===== src/substring_occurrence_finder_macros.svh =====
// Assertion macros for the substring occurrence finder.
`ifndef SUBSTRING_OCCURRENCE_FINDER_MACROS_SVH
`define SUBSTRING_OCCURRENCE_FINDER_MACROS_SVH

// Same-cycle implication, sampled on clk, off while in reset.
`define SOF_ASSERT_SAME(lbl, ante, cons) \
    lbl: assert property (@(posedge clk) disable iff (!rst_n) (ante) |-> (cons)) \
        else $error("substring finder: same-cycle check failed");

// Next-cycle implication, sampled on clk, off while in reset.
`define SOF_ASSERT_NEXT(lbl, ante, cons) \
    lbl: assert property (@(posedge clk) disable iff (!rst_n) (ante) |=> (cons)) \
        else $error("substring finder: next-cycle check failed");

`endif


===== src/sof_pkg.sv =====
// Shared constants and types of the substring occurrence finder.
`default_nettype none

package sof_pkg;

    localparam int MAX_PATTERN  = 8;
    localparam int MAX_TEXT     = 256;
    localparam int BYTE_W       = 8;
    localparam int POS_W        = $clog2(MAX_TEXT + 1);
    localparam int PAT_BYTES_W  = 64;
    localparam int PAT_LEN_W    = 4;
    localparam int START_W      = 8;

    localparam int APB_DATA_W   = 64;
    localparam int APB_ADDR_W   = 5;
    localparam int REG_SEL_LSB  = 3;
    localparam int REG_SEL_W    = APB_ADDR_W - REG_SEL_LSB;

    localparam int QUEUE_DEPTH  = 2;
    localparam int QUEUE_PTR_W  = (QUEUE_DEPTH > 1) ? $clog2(QUEUE_DEPTH) : 1;
    localparam int QUEUE_CNT_W  = $clog2(QUEUE_DEPTH + 1);

    typedef enum logic [REG_SEL_W-1:0] {
        REG_PATTERN_BYTES  = 2'd0,
        REG_PATTERN_LENGTH = 2'd1,
        REG_START_POSITION = 2'd2
    } reg_sel_t;

    typedef logic [BYTE_W-1:0] byte_t;
    typedef byte_t [MAX_PATTERN-1:0] window_t;

    // One classified word: window after the shift, its text index, last mark.
    typedef struct packed {
        window_t          window;
        logic [POS_W-1:0] position;
        logic             last;
    } item_t;

    typedef struct packed {
        logic  valid;
        item_t item;
    } q_port_t;

    typedef struct packed {
        logic [PAT_BYTES_W-1:0] pattern_bytes;
        logic [PAT_LEN_W-1:0]   pattern_length;
        logic [START_W-1:0]     start_position;
    } cfg_t;

    typedef struct packed {
        logic               found;
        logic [START_W-1:0] start;
        logic               last;
        logic               over;
    } result_t;

endpackage

`default_nettype wire


===== src/sof_front.sv =====
// Front end: accepts text words, keeps the byte window and text position.
`default_nettype none

module sof_front (
    input  wire logic                    clk,
    input  wire logic                    rst_n,
    input  wire logic [sof_pkg::BYTE_W-1:0] text_byte,
    input  wire logic                    is_last,
    input  wire logic                    push,
    input  wire logic                    full,
    output sof_pkg::q_port_t             wr
);
    import sof_pkg::*;

    window_t          window_reg, window_next, shifted;
    logic [POS_W-1:0] pos_reg, pos_next;
    logic             accept;
    logic             over;

    assign accept = push && !full;
    assign over   = pos_reg >= POS_W'(MAX_TEXT);

    always_comb
    begin
        shifted[0] = text_byte;
        for (int i = 1; i < MAX_PATTERN; i++)
        begin
            shifted[i] = window_reg[i-1];
        end
    end

    always_comb
    begin
        window_next = window_reg;
        pos_next    = pos_reg;
        if (accept)
        begin
            if (is_last)
            begin
                window_next = '0;
                pos_next    = '0;
            end
            else
            begin
                window_next = shifted;
                if (!over)
                begin
                    pos_next = pos_reg + POS_W'(1);
                end
            end
        end
    end

    always_ff @(posedge clk or negedge rst_n)
    begin
        if (!rst_n)
        begin
            window_reg <= '0;
            pos_reg    <= '0;
        end
        else
        begin
            window_reg <= window_next;
            pos_reg    <= pos_next;
        end
    end

    assign wr.valid         = push;
    assign wr.item.window   = shifted;
    assign wr.item.position = pos_reg;
    assign wr.item.last     = is_last;

endmodule

`default_nettype wire


===== src/sof_queue.sv =====
// Short queue between the front end and the matcher.
`default_nettype none

module sof_queue (
    input  wire logic       clk,
    input  wire logic       rst_n,
    input  wire sof_pkg::q_port_t wr,
    output logic            full,
    input  wire logic       rd,
    output sof_pkg::q_port_t head
);
    import sof_pkg::*;

    item_t                  store_reg [QUEUE_DEPTH];
    logic [QUEUE_PTR_W-1:0] wr_ptr_reg, wr_ptr_next;
    logic [QUEUE_PTR_W-1:0] rd_ptr_reg, rd_ptr_next;
    logic [QUEUE_CNT_W-1:0] count_reg, count_next;
    logic                   wr_en, rd_en;

    assign full  = count_reg == QUEUE_CNT_W'(QUEUE_DEPTH);
    assign wr_en = wr.valid && !full;
    assign rd_en = rd && (count_reg != '0);

    always_comb
    begin
        wr_ptr_next = wr_ptr_reg;
        rd_ptr_next = rd_ptr_reg;
        count_next  = count_reg;
        if (wr_en)
        begin
            wr_ptr_next = (wr_ptr_reg == QUEUE_PTR_W'(QUEUE_DEPTH - 1)) ? '0
                        : wr_ptr_reg + QUEUE_PTR_W'(1);
        end
        if (rd_en)
        begin
            rd_ptr_next = (rd_ptr_reg == QUEUE_PTR_W'(QUEUE_DEPTH - 1)) ? '0
                        : rd_ptr_reg + QUEUE_PTR_W'(1);
        end
        if (wr_en && !rd_en)
        begin
            count_next = count_reg + QUEUE_CNT_W'(1);
        end
        else if (rd_en && !wr_en)
        begin
            count_next = count_reg - QUEUE_CNT_W'(1);
        end
    end

    always_ff @(posedge clk or negedge rst_n)
    begin
        if (!rst_n)
        begin
            wr_ptr_reg <= '0;
            rd_ptr_reg <= '0;
            count_reg  <= '0;
        end
        else
        begin
            wr_ptr_reg <= wr_ptr_next;
            rd_ptr_reg <= rd_ptr_next;
            count_reg  <= count_next;
        end
    end

    always_ff @(posedge clk)
    begin
        if (wr_en)
        begin
            store_reg[wr_ptr_reg] <= wr.item;
        end
    end

    assign head.valid = count_reg != '0;
    assign head.item  = store_reg[rd_ptr_reg];

endmodule

`default_nettype wire


===== src/sof_back.sv =====
// Back end: window compare against the pattern and result register.
`default_nettype none

module sof_back (
    input  wire logic        clk,
    input  wire logic        rst_n,
    input  wire sof_pkg::cfg_t    cfg,
    input  wire sof_pkg::q_port_t head,
    output logic             rd,
    input  wire logic        pop,
    output logic             empty,
    output sof_pkg::result_t result
);
    import sof_pkg::*;

    logic               out_valid_reg, out_valid_next;
    result_t            result_reg, result_next;
    logic               over;
    logic               same;
    logic               hit;
    logic [POS_W:0]     pos_plus;
    logic [POS_W:0]     len_ext;
    logic [POS_W:0]     start;
    logic               long_enough;
    logic               start_ok;
    logic               found;

    assign over     = head.item.position >= POS_W'(MAX_TEXT);
    assign pos_plus = {1'b0, head.item.position} + (POS_W+1)'(1);
    assign len_ext  = (POS_W+1)'(cfg.pattern_length);
    assign long_enough = pos_plus >= len_ext;
    assign start    = pos_plus - len_ext;
    assign start_ok = start >= (POS_W+1)'(cfg.start_position);

    // Per-length compare; newest byte sits at window entry 0.
    always_comb
    begin
        same = 1'b0;
        hit  = 1'b0;
        for (int l = 1; l <= MAX_PATTERN; l++)
        begin
            hit = 1'b1;
            for (int k = 0; k < l; k++)
            begin
                if (head.item.window[l-1-k] != cfg.pattern_bytes[BYTE_W*k +: BYTE_W])
                begin
                    hit = 1'b0;
                end
            end
            if (cfg.pattern_length == PAT_LEN_W'(l))
            begin
                same = hit;
            end
        end
    end

    assign found = !over && long_enough && same && start_ok;

    assign rd = head.valid && (!out_valid_reg || pop);

    always_comb
    begin
        result_next.found = found;
        result_next.start = found ? start[START_W-1:0] : '0;
        result_next.last  = head.item.last;
        result_next.over  = over;
        out_valid_next    = out_valid_reg;
        if (rd)
        begin
            out_valid_next = 1'b1;
        end
        else if (pop)
        begin
            out_valid_next = 1'b0;
        end
    end

    always_ff @(posedge clk or negedge rst_n)
    begin
        if (!rst_n)
        begin
            out_valid_reg <= 1'b0;
        end
        else
        begin
            out_valid_reg <= out_valid_next;
        end
    end

    always_ff @(posedge clk)
    begin
        if (rd)
        begin
            result_reg <= result_next;
        end
    end

    assign empty  = !out_valid_reg;
    assign result = result_reg;

endmodule

`default_nettype wire


===== src/substring_occurrence_finder.sv =====
// An accepted word is registered in the queue and then in the result register.
// Throughput: one text word per cycle while full is low; the front end, a two-entry
// queue and the result register let push and pop stall independently.
// Reset (rst_n low, asynchronous): registers, byte window and position to zero,
// queue and result register empty.
`default_nettype none

`include "substring_occurrence_finder_macros.svh"

module substring_occurrence_finder (
    input  wire logic                            clk,
    input  wire logic                            rst_n,
    // text words in
    input  wire logic [sof_pkg::BYTE_W-1:0]      text_byte,
    input  wire logic                            is_last,
    input  wire logic                            push,
    output logic                                 full,
    // result words out
    output logic                                 match_found,
    output logic [sof_pkg::START_W-1:0]          match_start,
    output logic                                 end_of_text,
    output logic                                 overflow,
    output logic                                 empty,
    input  wire logic                            pop,
    // register port, 8-byte stride
    input  wire logic                            psel,
    input  wire logic                            penable,
    input  wire logic                            pwrite,
    input  wire logic [sof_pkg::APB_ADDR_W-1:0]  paddr,
    input  wire logic [sof_pkg::APB_DATA_W-1:0]  pwdata,
    output logic [sof_pkg::APB_DATA_W-1:0]       prdata,
    output logic                                 pready
);
    import sof_pkg::*;

    // Register file. Writes are only expected while the block is idle,
    // so the matcher reads these directly.
    logic [PAT_BYTES_W-1:0] pattern_bytes_reg;
    logic [PAT_LEN_W-1:0]   pattern_length_reg;
    logic [START_W-1:0]     start_position_reg;
    logic                   cfg_write;
    reg_sel_t               reg_sel;
    cfg_t                   cfg;

    q_port_t                q_wr;
    q_port_t                q_head;
    logic                   q_full;
    logic                   q_rd;
    result_t                result;

    assign pready    = 1'b1;
    assign reg_sel   = reg_sel_t'(paddr[APB_ADDR_W-1:REG_SEL_LSB]);
    assign cfg_write = psel && penable && pwrite && pready;

    always_ff @(posedge clk or negedge rst_n)
    begin
        if (!rst_n)
        begin
            pattern_bytes_reg  <= '0;
            pattern_length_reg <= '0;
            start_position_reg <= '0;
        end
        else if (cfg_write)
        begin
            case (reg_sel)
                REG_PATTERN_BYTES:  pattern_bytes_reg  <= pwdata[PAT_BYTES_W-1:0];
                REG_PATTERN_LENGTH: pattern_length_reg <= pwdata[PAT_LEN_W-1:0];
                REG_START_POSITION: start_position_reg <= pwdata[START_W-1:0];
                default:            ;
            endcase
        end
    end

    // Readback, zero-extended; unmapped slots read as zero.
    always_comb
    begin
        case (reg_sel)
            REG_PATTERN_BYTES:  prdata = APB_DATA_W'(pattern_bytes_reg);
            REG_PATTERN_LENGTH: prdata = APB_DATA_W'(pattern_length_reg);
            REG_START_POSITION: prdata = APB_DATA_W'(start_position_reg);
            default:            prdata = '0;
        endcase
    end

    assign cfg.pattern_bytes  = pattern_bytes_reg;
    assign cfg.pattern_length = pattern_length_reg;
    assign cfg.start_position = start_position_reg;

    // Front end: takes a word whenever the queue has room, shifts the window and advances
    // the position (saturating at MAX_TEXT); a word with the last mark clears both instead.
    sof_front u_front (
        .clk       (clk),
        .rst_n     (rst_n),
        .text_byte (text_byte),
        .is_last   (is_last),
        .push      (push),
        .full      (q_full),
        .wr        (q_wr)
    );

    // Two-entry decoupling queue; full here is full at the port.
    sof_queue u_queue (
        .clk   (clk),
        .rst_n (rst_n),
        .wr    (q_wr),
        .full  (q_full),
        .rd    (q_rd),
        .head  (q_head)
    );

    // Back end: compares the window against the pattern and holds the
    // result word until it is popped; refills in the same cycle as a pop.
    sof_back u_back (
        .clk    (clk),
        .rst_n  (rst_n),
        .cfg    (cfg),
        .head   (q_head),
        .rd     (q_rd),
        .pop    (pop),
        .empty  (empty),
        .result (result)
    );

    assign full        = q_full;
    assign match_found = result.found;
    assign match_start = result.start;
    assign end_of_text = result.last;
    assign overflow    = result.over;

    // A text beyond the supported length never matches.
    `SOF_ASSERT_SAME(a_no_match_on_overflow, !empty && overflow, !match_found)
    // Start index is only meaningful with a match.
    `SOF_ASSERT_SAME(a_start_zero_without_match, !empty && !match_found, match_start == '0)
    // An accepted word is in the queue on the next cycle.
    `SOF_ASSERT_NEXT(a_accept_lands_in_queue, push && !full, q_head.valid)

endmodule

`default_nettype wire


===== config.mk =====
export PLATFORM = sky130hd
export DESIGN_NAME = substring_occurrence_finder
export DESIGN_NICKNAME = d
export VERILOG_FILES = /design/src/sof_pkg.sv /design/src/sof_front.sv /design/src/sof_queue.sv /design/src/sof_back.sv /design/src/substring_occurrence_finder.sv
export VERILOG_INCLUDE_DIRS = /design/src /design/src/src
export SDC_FILE = /design/constraint.sdc
export NUM_CORES = 1
export LEC_CHECK = 0
export BUFFER_PORTS_ARGS = -buffer_cell sky130_fd_sc_hd__buf_2
export CELL_PAD_IN_SITES_DETAIL_PLACEMENT = 1
export CELL_PAD_IN_SITES_GLOBAL_PLACEMENT = 1
export CORE_MARGIN = 1
export CORE_UTILIZATION = 45
export DETAILED_ROUTE_END_ITERATION = 7
export PLACE_DENSITY = 0.88
export SYNTH_ARGS = -nofsm -noshare
export SYNTH_HDL_FRONTEND = slang
export SYNTH_SLANG_ARGS = --single-unit

===== constraint.sdc =====
create_clock -name clk -period 6.8 [get_ports clk]
set_clock_uncertainty 0.1 [all_clocks]
set_input_delay 0.68 -clock clk [delete_from_list [all_inputs] [get_ports clk]]
set_output_delay 0.68 -clock clk [all_outputs]
set_load 0.02 [all_outputs]

==> qor.csv, run 1 <==
metric,value,unit
Mapped Avg Cell Area,12.0,um^2
CP Max Fanout,48,
Worst Path Required,6940,ps
"FF+latch count, synth",305,
FMAX,0.190,GHz
row cnt,69,
largest net degree at the start of global routing,93,
Post-Syn Area,0.0166,mm^2
via count,11600,
status,completed,
WL final,54.6,mm
Peak VDD IR,0.000289,V
"Design Area, Final",0.0188,mm^2
met2 usage,49.0,%
# resized after CTS,0,
total grt overflow,0,
Gate Count Post-Synth,1383,
Syn Nets,1484,
Die ar.,0.0376,mm^2
total CTS buffers,34,
Most used DFF post-synth,edfxtp_1,
WP data arrival,5410,ps
DP HPWL,37.4,mm
setup violators final,0,
layout cell share with drive strength beyond 1,23.2,%
Clock Pin Slew Worst Setup and Hold Paths,60,ps
pre-CTS WS,1590,ps
Layout area overhead,13.5,%
Reg area,0.00843,mm^2
slowest stage cell on the critical path,dfrtp_4,
Crit path max-delay family,compound AO/OA/AOI/OAI gates,
clk_lat worst skew,540,ps
GRT Resource Usage Total,29.3,%
htree depth,2,
"EDFF count, synth",159,
Lkg Pwr,7.29,nW
Worst setup EP type,flip-flop,
critical path class,flip-flop to flip-flop,
worst-margin pin slew,1070,ps
Multi-input gate area,0.00765,mm^2
Most Crowded Layer GR,met2,
worst path cell trace,mux2_2 -> ha_1 -> xnor2_1 -> ha_1 -> a21o_1 -> a21oi_1 -> o21ai_0 -> a2bb2oi_1 -> xnor2_1 -> ha_1 -> a21o_1 -> a21oi_1 -> nand3_1 -> o31ai_1 -> a211oi_1,
post-route ant nets,0,
Yosys top cell area share,28.8,%
hold_buf cts,0,
die outline width,194,um
Placement Cell Area,0.0177,mm^2
Rel. slew slack,28.2,%
Max clock buf depth,3,
n_diodes,0,
"Slew Viols, Final",0,
"slowest stage delay, CP",980,ps
worst min path class,primary input to asynchronous set/reset pin,
IO buf count,158,
Startpoint Class,flip-flop,
Yosys warnings,0,
PD cells,464,mW/mm^2
CP Buf/Inv Count,0,
Top Ports,163,
RSZ-0062 raised after global routing,false,
post-layout worst setup margin,1530,ps
first drt pass iteration count,4,
min Tclk post-route,5270,ps
Fin. Hold Viols,0,
GRT met3 Usage,4.33,%
per-cell routed wire length,27.3,um
part of the cycle the worst path needs,77.5,%
initial antenna violation count,0,
Synth cell types,56,
max-cap viol count,0,
core box area,0.0359,mm^2
met1 GRT Util,38.7,%
setup TNS,0,ps
Clock Tree Root,clkbuf_16,
Synth async-reset ratio,47.9,%
"Net count, final",1612,
Starting Density,46.1,%
Post-Route Utilization,52.3,%
max reg flops,148,
cell mode on critical path,ha_1,
CTS tree,yes,
DRT iter0 DRCs,818,
routability congestion estimate,1.00,
post-synthesis sequential area ratio,50.9,%
residual DRC count,0,
vias in the first global route,12500,
"Setup Fix Bufs, Post-CTS",0,
clock sinks,305,
Fillers,3762,
first-pass GRT wire length,81.9,mm
ranking of synthesized cells by area,"edfxtp_1 (29%), dfrtp_1 (22%), xnor2_1 (15%)",
Die Y,194,um
"area leader, netlist",edfxtp_1,
vias per inst,5.79,
layout make-up:
type	count	share of cell area (%)
tap	461	3.07
timing repair buffer	182	5.20
clock buffer	46	4.99
multi-input combinational	971	40.7
sequential	305	44.9
clock inverter	16	0.806
inverter	17	0.340
final timing paths:
check	depth (start not counted)	end	slack, ps	from
worst max-delay path	15	u_back.result[7]$_SDFFCE_PN0P_	1530	u_queue.rd_ptr_reg$_DFFE_PN0P_
worst min-delay path	1	pattern_bytes_reg[43]$_DFFE_PN0P_	150	rst_n
worst max register to register	15	u_back.result[7]$_SDFFCE_PN0P_	1530	u_queue.rd_ptr_reg$_DFFE_PN0P_
worst min register to register	0	u_queue.store_reg[0][73]$_DFFE_PP_	390	u_front.wr[73]$_DFFE_PN0P_
max in group asynchronous	2	u_queue.rd_ptr_reg$_DFFE_PN0P_	5040	rst_n
min in group clk	1	u_queue.store_reg[1][16]$_DFFE_PP_	250	text_byte[6]
cells in the final DEF (no fill, tap or decap), types with 23 or more instances in the layout:
| master | instances |
|---|---|
| xnor2_1 | 293 |
| edfxtp_1 | 159 |
| buf_2 | 157 |
| dfrtp_1 | 145 |
| nand2_1 | 142 |
| mux2_2 | 70 |
| nor4_1 | 68 |
| and2_1 | 57 |
| nand3b_1 | 57 |
| mux2i_1 | 38 |
| clkbuf_16 | 35 |
| buf_4 | 24 |
| mux2i_4 | 23 |
metal layers:
layer	wire length [um]	vias to the layer above
met2	26100	445
met5	0	-
met1	23300	5930
met3	3240	98
met4	2020	0
li1	-	5104
through the flow:
step / power [W] / hold slack [ps] / std cells
6_report: 0.00872 / 148 / 1998
5_1_grt: 0.00909 / 214 / 1998
4_1_cts: 0.00869 / 171 / 1998
3_5_place_dp: 0.00687 / 367 / 1936
3_3_place_gp: 0.00672 / 350 / 1936
2_1_floorplan: 0.00568 / 284 / 1383
cell usage after synthesis, types with 18 or more instances:
| cell | number |
|---|---|
| nand2_1 | 143 |
| xnor2_1 | 293 |
| buf_1 | 38 |
| nand4_1 | 18 |
| and2_1 | 57 |
| clkbuf_1 | 40 |
| mux2i_1 | 38 |
| nor4_1 | 68 |
| dfrtp_1 | 146 |
| o21ai_0 | 21 |
| nand3b_1 | 57 |
| mux2_2 | 70 |
| edfxtp_1 | 159 |
| mux2i_4 | 23 |
| a21oi_1 | 18 |
logic make-up after synthesis:
family	synth area share, %
simple gates	13.6
xor+xnor	16.2
flops	50.9
mux	11.6
buf+inv	3.02
compound gates	3.38
fa+ha+maj	1.25
other cells	0.0226
where the power goes:
| group | internal (W) | total (W) | switching (W) |
|---|---|---|---|
| Sequential | 0.00247 | 0.00313 | 0.000661 |
| Combinational | 0.00160 | 0.00379 | 0.00219 |
| Clock | 0.00102 | 0.00180 | 0.000774 |
| Total | 0.00510 | 0.00872 | 0.00362 |
Note: power is estimated with default switching activity, not from simulation.
==> inputs of run 2 (changes only) <==
--- a/config.mk
+++ b/config.mk
@@ -10,9 +10,9 @@
 export CELL_PAD_IN_SITES_DETAIL_PLACEMENT = 1
 export CELL_PAD_IN_SITES_GLOBAL_PLACEMENT = 1
 export CORE_MARGIN = 1
-export CORE_UTILIZATION = 45
+export CORE_UTILIZATION = 44
 export DETAILED_ROUTE_END_ITERATION = 7
-export PLACE_DENSITY = 0.88
+export PLACE_DENSITY = 0.89
 export SYNTH_ARGS = -nofsm -noshare
 export SYNTH_HDL_FRONTEND = slang
 export SYNTH_SLANG_ARGS = --single-unit
==> constraint.sdc (replaced) <==
create_clock -name clk -period 4.64 [get_ports clk]
set_clock_uncertainty 0.1 [all_clocks]
set_input_delay 0.464 -clock clk [delete_from_list [all_inputs] [get_ports clk]]
set_output_delay 0.464 -clock clk [all_outputs]
set_load 0.02 [all_outputs]
==> run 2 against run 1 <==
Combinational power is 54% higher. Sequential share of layout area shrank 0.71 points. Worst setup slack got worse by 1300 ps. Worst hold slack got worse by 140 ps. Final area rose by 1.6%. Routed wire length rose by 2.3%. Cell count increased by 2.0%. Global-route usage decreased by 0.32 points.
==> qor.csv, run 2 (same netlist as run 1, synthesis figures left out) <==
metric,value,unit
slowest stage cell on the critical path,dfrtp_4,
Lkg Pwr,7.45,nW
IO buf count,158,
r2r endpoint,u_back.result[4]$_SDFFCE_PN0P_,
initial antenna violation count,0,
residual DRC count,0,
Starting Density,45.0,%
Fin. Hold Viols,0,
max-cap viol count,0,
clk_lat worst skew,590,ps
R2R depth,14,
Peak VDD IR,0.000365,V
htree depth,1,
Die ar.,0.0384,mm^2
setup TNS,0,ps
GRT Resource Usage Total,29.0,%
crit path from,u_queue.rd_ptr_reg$_DFFE_PN0P_,
"Design Area, Final",0.0191,mm^2
Placement Cell Area,0.0180,mm^2
"Net count, final",1649,
first-pass GRT wire length,82.8,mm
Post-Route Utilization,51.9,%
CP Depth,14,
setup violators final,0,
Max clock buf depth,3,
Worst setup EP type,flip-flop,
CP Buf/Inv Count,0,
worst path cell trace,mux2_2 -> ha_1 -> fa_1 -> a21o_1 -> a21oi_1 -> o21ai_0 -> a2bb2oi_1 -> xnor2_1 -> ha_1 -> a21o_1 -> a21oi_1 -> nand3_2 -> o31ai_1 -> a211oi_1,
Die Y,196,um
critical path class,flip-flop to flip-flop,
Fillers,3845,
"commonest non-fill, non-tap cell in the layout",xnor2_1,
CP Max Fanout,11,
Crit path max-delay family,compound AO/OA/AOI/OAI gates,
worst min path class,primary input to flip-flop,
DRT iter0 DRCs,939,
total grt overflow,0,
Clock Tree Root,clkbuf_16,
"Slew Viols, Final",0,
row cnt,70,
status,completed,
"slowest stage delay, CP",540,ps
"Setup Fix Bufs, Post-CTS",0,
die outline width,196,um
via count,12000,
total CTS buffers,30,
FMAX,0.224,GHz
post-route ant nets,0,
worst-margin pin slew,933,ps
PD cells,677,mW/mm^2
Rel. slew slack,37.7,%
Startpoint Class,flip-flop,
Setup crit end,u_back.result[4]$_SDFFCE_PN0P_,
vias per inst,5.90,
first drt pass iteration count,5,
core box area,0.0368,mm^2
largest net degree at the start of global routing,81,
most frequent cells in the layout,"xnor2_1 (293), edfxtp_1 (159), buf_2 (157), dfrtp_1 (145), nand2_1 (142)",
R2R Path Start,u_queue.rd_ptr_reg$_DFFE_PN0P_,
layout cell share with drive strength beyond 1,24.4,%
n_diodes,0,
R2R Setup Slk,180,ps
CTS tree,yes,
vias in the first global route,12800,
max reg flops,148,
Clock Pin Slew Worst Setup and Hold Paths,60,ps
min Tclk post-route,4460,ps
routability congestion estimate,1.03,
per-cell routed wire length,27.4,um
DP HPWL,38.1,mm
Top Ports,163,
Worst Path Required,4810,ps
Tot Pwr,0.0129,W
clock sinks,305,
RSZ-0062 raised after global routing,false,
Layout area overhead,15.3,%
WP data arrival,4630,ps
part of the cycle the worst path needs,96.1,%
WL final,55.9,mm
==> run 2: cell count changes in the layout (fill, tap and decap cells not counted), moves of 2 or more <==
| cell | before | now |
|---|---|---|
| buf_4 | 24 | 51 |
| clkbuf_1 | 9 | 3 |
| bufinv_16 | 1 | 4 |
| clkbuf_16 | 35 | 31 |
| clkinvlp_4 | 1 | 3 |
| buf_12 | 0 | 2 |
| dlygate4sd3_1 | 0 | 12 |
==> run 2: power by group <==
group	internal [W]	leakage, nW	switching, W	total [W]
sequential	0.00362	3.39	0.000943	0.00456
combinational	0.00252	3.56	0.00331	0.00583
clock	0.00147	0.493	0.00106	0.00253
==> run 2: worst min-delay path by stage <==
stage	from	to	slack (ps)	cells past startpoint
3_5_place_dp	u_front.wr[71]$_DFFE_PN0P_	u_queue.store_reg[1][71]$_DFFE_PP_	360	0
5_1_grt	text_byte[0]	u_queue.store_reg[0][10]$_DFFE_PP_	4	1
3_3_place_gp	u_front.wr[66]$_DFFE_PN0P_	u_queue.store_reg[0][66]$_DFFE_PP_	350	0
4_1_cts	pwdata[20]	pattern_bytes_reg[20]$_DFFE_PN0P_	0.1	2
6_report	pwdata[23]	pattern_bytes_reg[23]$_DFFE_PN0P_	10	2
2_1_floorplan	rst_n	pattern_bytes_reg[0]$_DFFE_PN0P_	70	0
==> run 2: metal layers <==
metal  share of wire, %  track usage, %
met1                 42            37.9
met2                 48            48.9
met3                6.1            3.52
met4                4.4            12.2
met5                  0               0
==> run 2: timing repair <==
item | 4_1_cts | 5_1_grt
endpoints found under the setup margin | 0 | 8
gates resized for setup | 0 | 1
hold buffers | 12 | 0
endpoints found under the hold margin | 93 | 0
==> run 2: final cells by class <==
| cell class | instances | area [um^2] | share of cell area, % |
|---|---|---|---|
| Clock buffer | 36 | 815 | 4.27 |
| Clock inverter | 18 | 199 | 1.04 |
| Inverter | 17 | 63.8 | 0.334 |
| Multi-Input combinational cell | 971 | 7660 | 40.1 |
| Sequential cell | 305 | 8430 | 44.2 |
| Tap cell | 468 | 586 | 3.07 |
| Timing Repair Buffer | 223 | 1340 | 7.02 |
==> run 2: metrics by stage <==
step                setup WS (ps)  std cells  hold slack (ps)
floorplan                     135       1383             68.4
global placement              352       1972              351
detailed placement            196       1972              358
CTS                           168       2038            0.110
global route                 13.5       2038             3.63
finish                        182       2038             10.5
==> inputs of run 3 (changes only) <==
--- a/config.mk
+++ b/config.mk
@@ -7,12 +7,10 @@
 export NUM_CORES = 1
 export LEC_CHECK = 0
 export BUFFER_PORTS_ARGS = -buffer_cell sky130_fd_sc_hd__buf_2
-export CELL_PAD_IN_SITES_DETAIL_PLACEMENT = 1
-export CELL_PAD_IN_SITES_GLOBAL_PLACEMENT = 1
 export CORE_MARGIN = 1
-export CORE_UTILIZATION = 44
+export CORE_UTILIZATION = 45
 export DETAILED_ROUTE_END_ITERATION = 7
-export PLACE_DENSITY = 0.89
+export PLACE_DENSITY = 0.78
 export SYNTH_ARGS = -nofsm -noshare
 export SYNTH_HDL_FRONTEND = slang
 export SYNTH_SLANG_ARGS = --single-unit
==> run 3 against run 2 <==
Sequential power is 2% lower. Count of clock-buffer cells in the layout unchanged. Die area decreased by 2.2%. Sequential share of layout area is 0.055 points higher. Final area decreased by 0.12%. Global-route usage decreased by 3.2 points. Critical endpoint is now u_back.result[7]$_SDFFCE_PN0P_. Via count decreased by 4.9%. Routed wire length is 13% lower. Utilization up 1.2 points. Critical path type unchanged.
==> qor.csv, run 3 (same netlist as run 1, synthesis figures left out) <==
metric,value,unit
total grt overflow,0,
first drt pass iteration count,5,
Fin. Hold Viols,0,
Startpoint Class,flip-flop,
"Slew Viols, Final",0,
Top Ports,163,
slowest stage cell on the critical path,dfrtp_4,
htree depth,1,
Die ar.,0.0376,mm^2
Peak VDD IR,0.000396,V
Clock Pin Slew Worst Setup and Hold Paths,60,ps
largest net degree at the start of global routing,95,
critical path class,flip-flop to flip-flop,
first-pass GRT wire length,72.8,mm
"Net count, final",1638,
worst path cell trace,mux2_2 -> ha_1 -> xnor2_1 -> ha_1 -> a21o_1 -> a21oi_1 -> o21ai_1 -> a2bb2oi_1 -> xnor2_1 -> ha_1 -> a21o_1 -> a21oi_1 -> nand3_2 -> o31ai_1 -> a211oi_1,
most frequent cells in the layout,"xnor2_1 (293), edfxtp_1 (159), buf_2 (157), dfrtp_1 (145), nand2_1 (142)",
worst-margin pin slew,1310,ps
FMAX,0.231,GHz
WL final,48.5,mm
max reg flops,148,
n_diodes,0,
setup TNS,0,ps
core box area,0.0359,mm^2
Die Y,194,um
Non-Filler Instances,2022,
CTS tree,yes,
PD cells,658,mW/mm^2
vias per inst,5.65,
Worst setup EP type,flip-flop,
DP Cell Count,1938,
Fillers,3018,
setup violators final,0,
post-route ant nets,0,
Rel. slew slack,11.9,%
min Tclk post-route,4330,ps
per-cell routed wire length,24.0,um
total CTS buffers,31,
routability congestion estimate,1.04,
Crit path max-delay family,compound AO/OA/AOI/OAI gates,
die outline width,194,um
DRT iter0 DRCs,898,
max-cap viol count,0,
GRT Resource Usage Total,25.8,%
CP Buf/Inv Count,0,
Starting Density,46.1,%
"commonest non-fill, non-tap cell in the layout",xnor2_1,
Lkg Pwr,7.39,nW
part of the cycle the worst path needs,93.2,%
Layout area overhead,15.1,%
status,completed,
layout cell share with drive strength beyond 1,23.0,%
clk_lat worst skew,580,ps
worst min path class,primary input to flip-flop,
residual DRC count,0,
Worst Path Required,4800,ps
Max clock buf depth,3,
IO buf count,158,
clock sinks,305,
Tot Pwr,0.0125,W
CP Max Fanout,9,
"slowest stage delay, CP",460,ps
cell mode on critical path,ha_1,
DP HPWL,33.5,mm
WP data arrival,4480,ps
row cnt,69,
Clock Tree Root,clkbuf_16,
RSZ-0062 raised after global routing,false,
via count,11400,
vias in the first global route,11400,
initial antenna violation count,0,
[run 3: changes by cell type in the layout (fill, tap and decap cells not counted), sizes merged]
cell and delta:
buf -27, bufinv +1, clkinv +1, clkinvlp +2, dlygate4sd3 +15, inv -1
[run 3: timing repair]
action / 4_1_cts / 5_1_grt
resized for setup: 0 / 2
hold endpoints to repair: 125 / 0
setup buffers: 0 / 0
hold buffers: 27 / 0
endpoints found under the setup margin: 0 / 9
[run 3: metal layers]
metal | global-route usage (%) | wire (um) | vias up
met1 | 35.1 | 20800 | 5669
met4 | 9.96 | 1910 | 0
met2 | 42.3 | 22600 | 489
met5 | 0 | 0 | -
li1 | - | - | 5162
met3 | 3.24 | 3170 | 114
[run 3: where the power goes]
part	switching, W	leakage [nW]	internal (W)
logic	0.00314	3.50	0.00239
registers	0.000843	3.39	0.00362
clock network	0.00104	0.502	0.00152
[run 3: stage by stage]
stage | worst slack (ps) | hold WS [ps] | utilization, % | cell area, um^2
3_3_place_gp | 335 | 349 | 49.4 | 17700
3_5_place_dp | 234 | 359 | 49.4 | 17700
2_1_floorplan | 135 | 68.4 | - | 16600
5_1_grt | 53.0 | 8.12 | 53.1 | 19100
4_1_cts | 216 | 0.611 | 53.1 | 19100
6_report | 315 | 17.7 | 53.1 | 19100
[run 3: path summary, 6_finish.rpt]
| check | slack, ps | endpoint | cells past startpoint | startpoint |
|---|---|---|---|---|
| hold / removal | 20 | start_position_reg[5]$_DFFE_PN0P_ | 3 | pwdata[5] |
| max in group asynchronous | 2940 | u_front.wr[66]$_DFFE_PN0P_ | 3 | rst_n |
| min in group asynchronous | 450 | pattern_bytes_reg[23]$_DFFE_PN0P_ | 2 | rst_n |
| setup / recovery | 310 | u_back.result[7]$_SDFFCE_PN0P_ | 15 | u_queue.rd_ptr_reg$_DFFE_PN0P_ |
| hold reg to reg | 360 | u_queue.store_reg[0][69]$_DFFE_PP_ | 0 | u_front.wr[69]$_DFFE_PN0P_ |
| setup reg to reg | 310 | u_back.result[7]$_SDFFCE_PN0P_ | 15 | u_queue.rd_ptr_reg$_DFFE_PN0P_ |
[run 3: worst register-to-register path: cells and delay by family, from the launching register on]
kind / cells / cell delay [ps]
mux: 1 / 370
compound gates: 8 / 1590
flops: 1 / 460
simple gates: 1 / 200
fa+ha+maj: 3 / 900
xor+xnor: 2 / 400
[run 3: layout make-up]
cell class / instances / area [um^2] / share of cell area [%]
Sequential cell: 305 / 8430 / 44.2
Inverter: 17 / 63.8 / 0.335
Timing Repair Buffer: 211 / 1290 / 6.75
Clock inverter: 21 / 246 / 1.29
Multi-Input combinational cell: 971 / 7660 / 40.2
Tap cell: 461 / 577 / 3.02
Clock buffer: 36 / 805 / 4.22
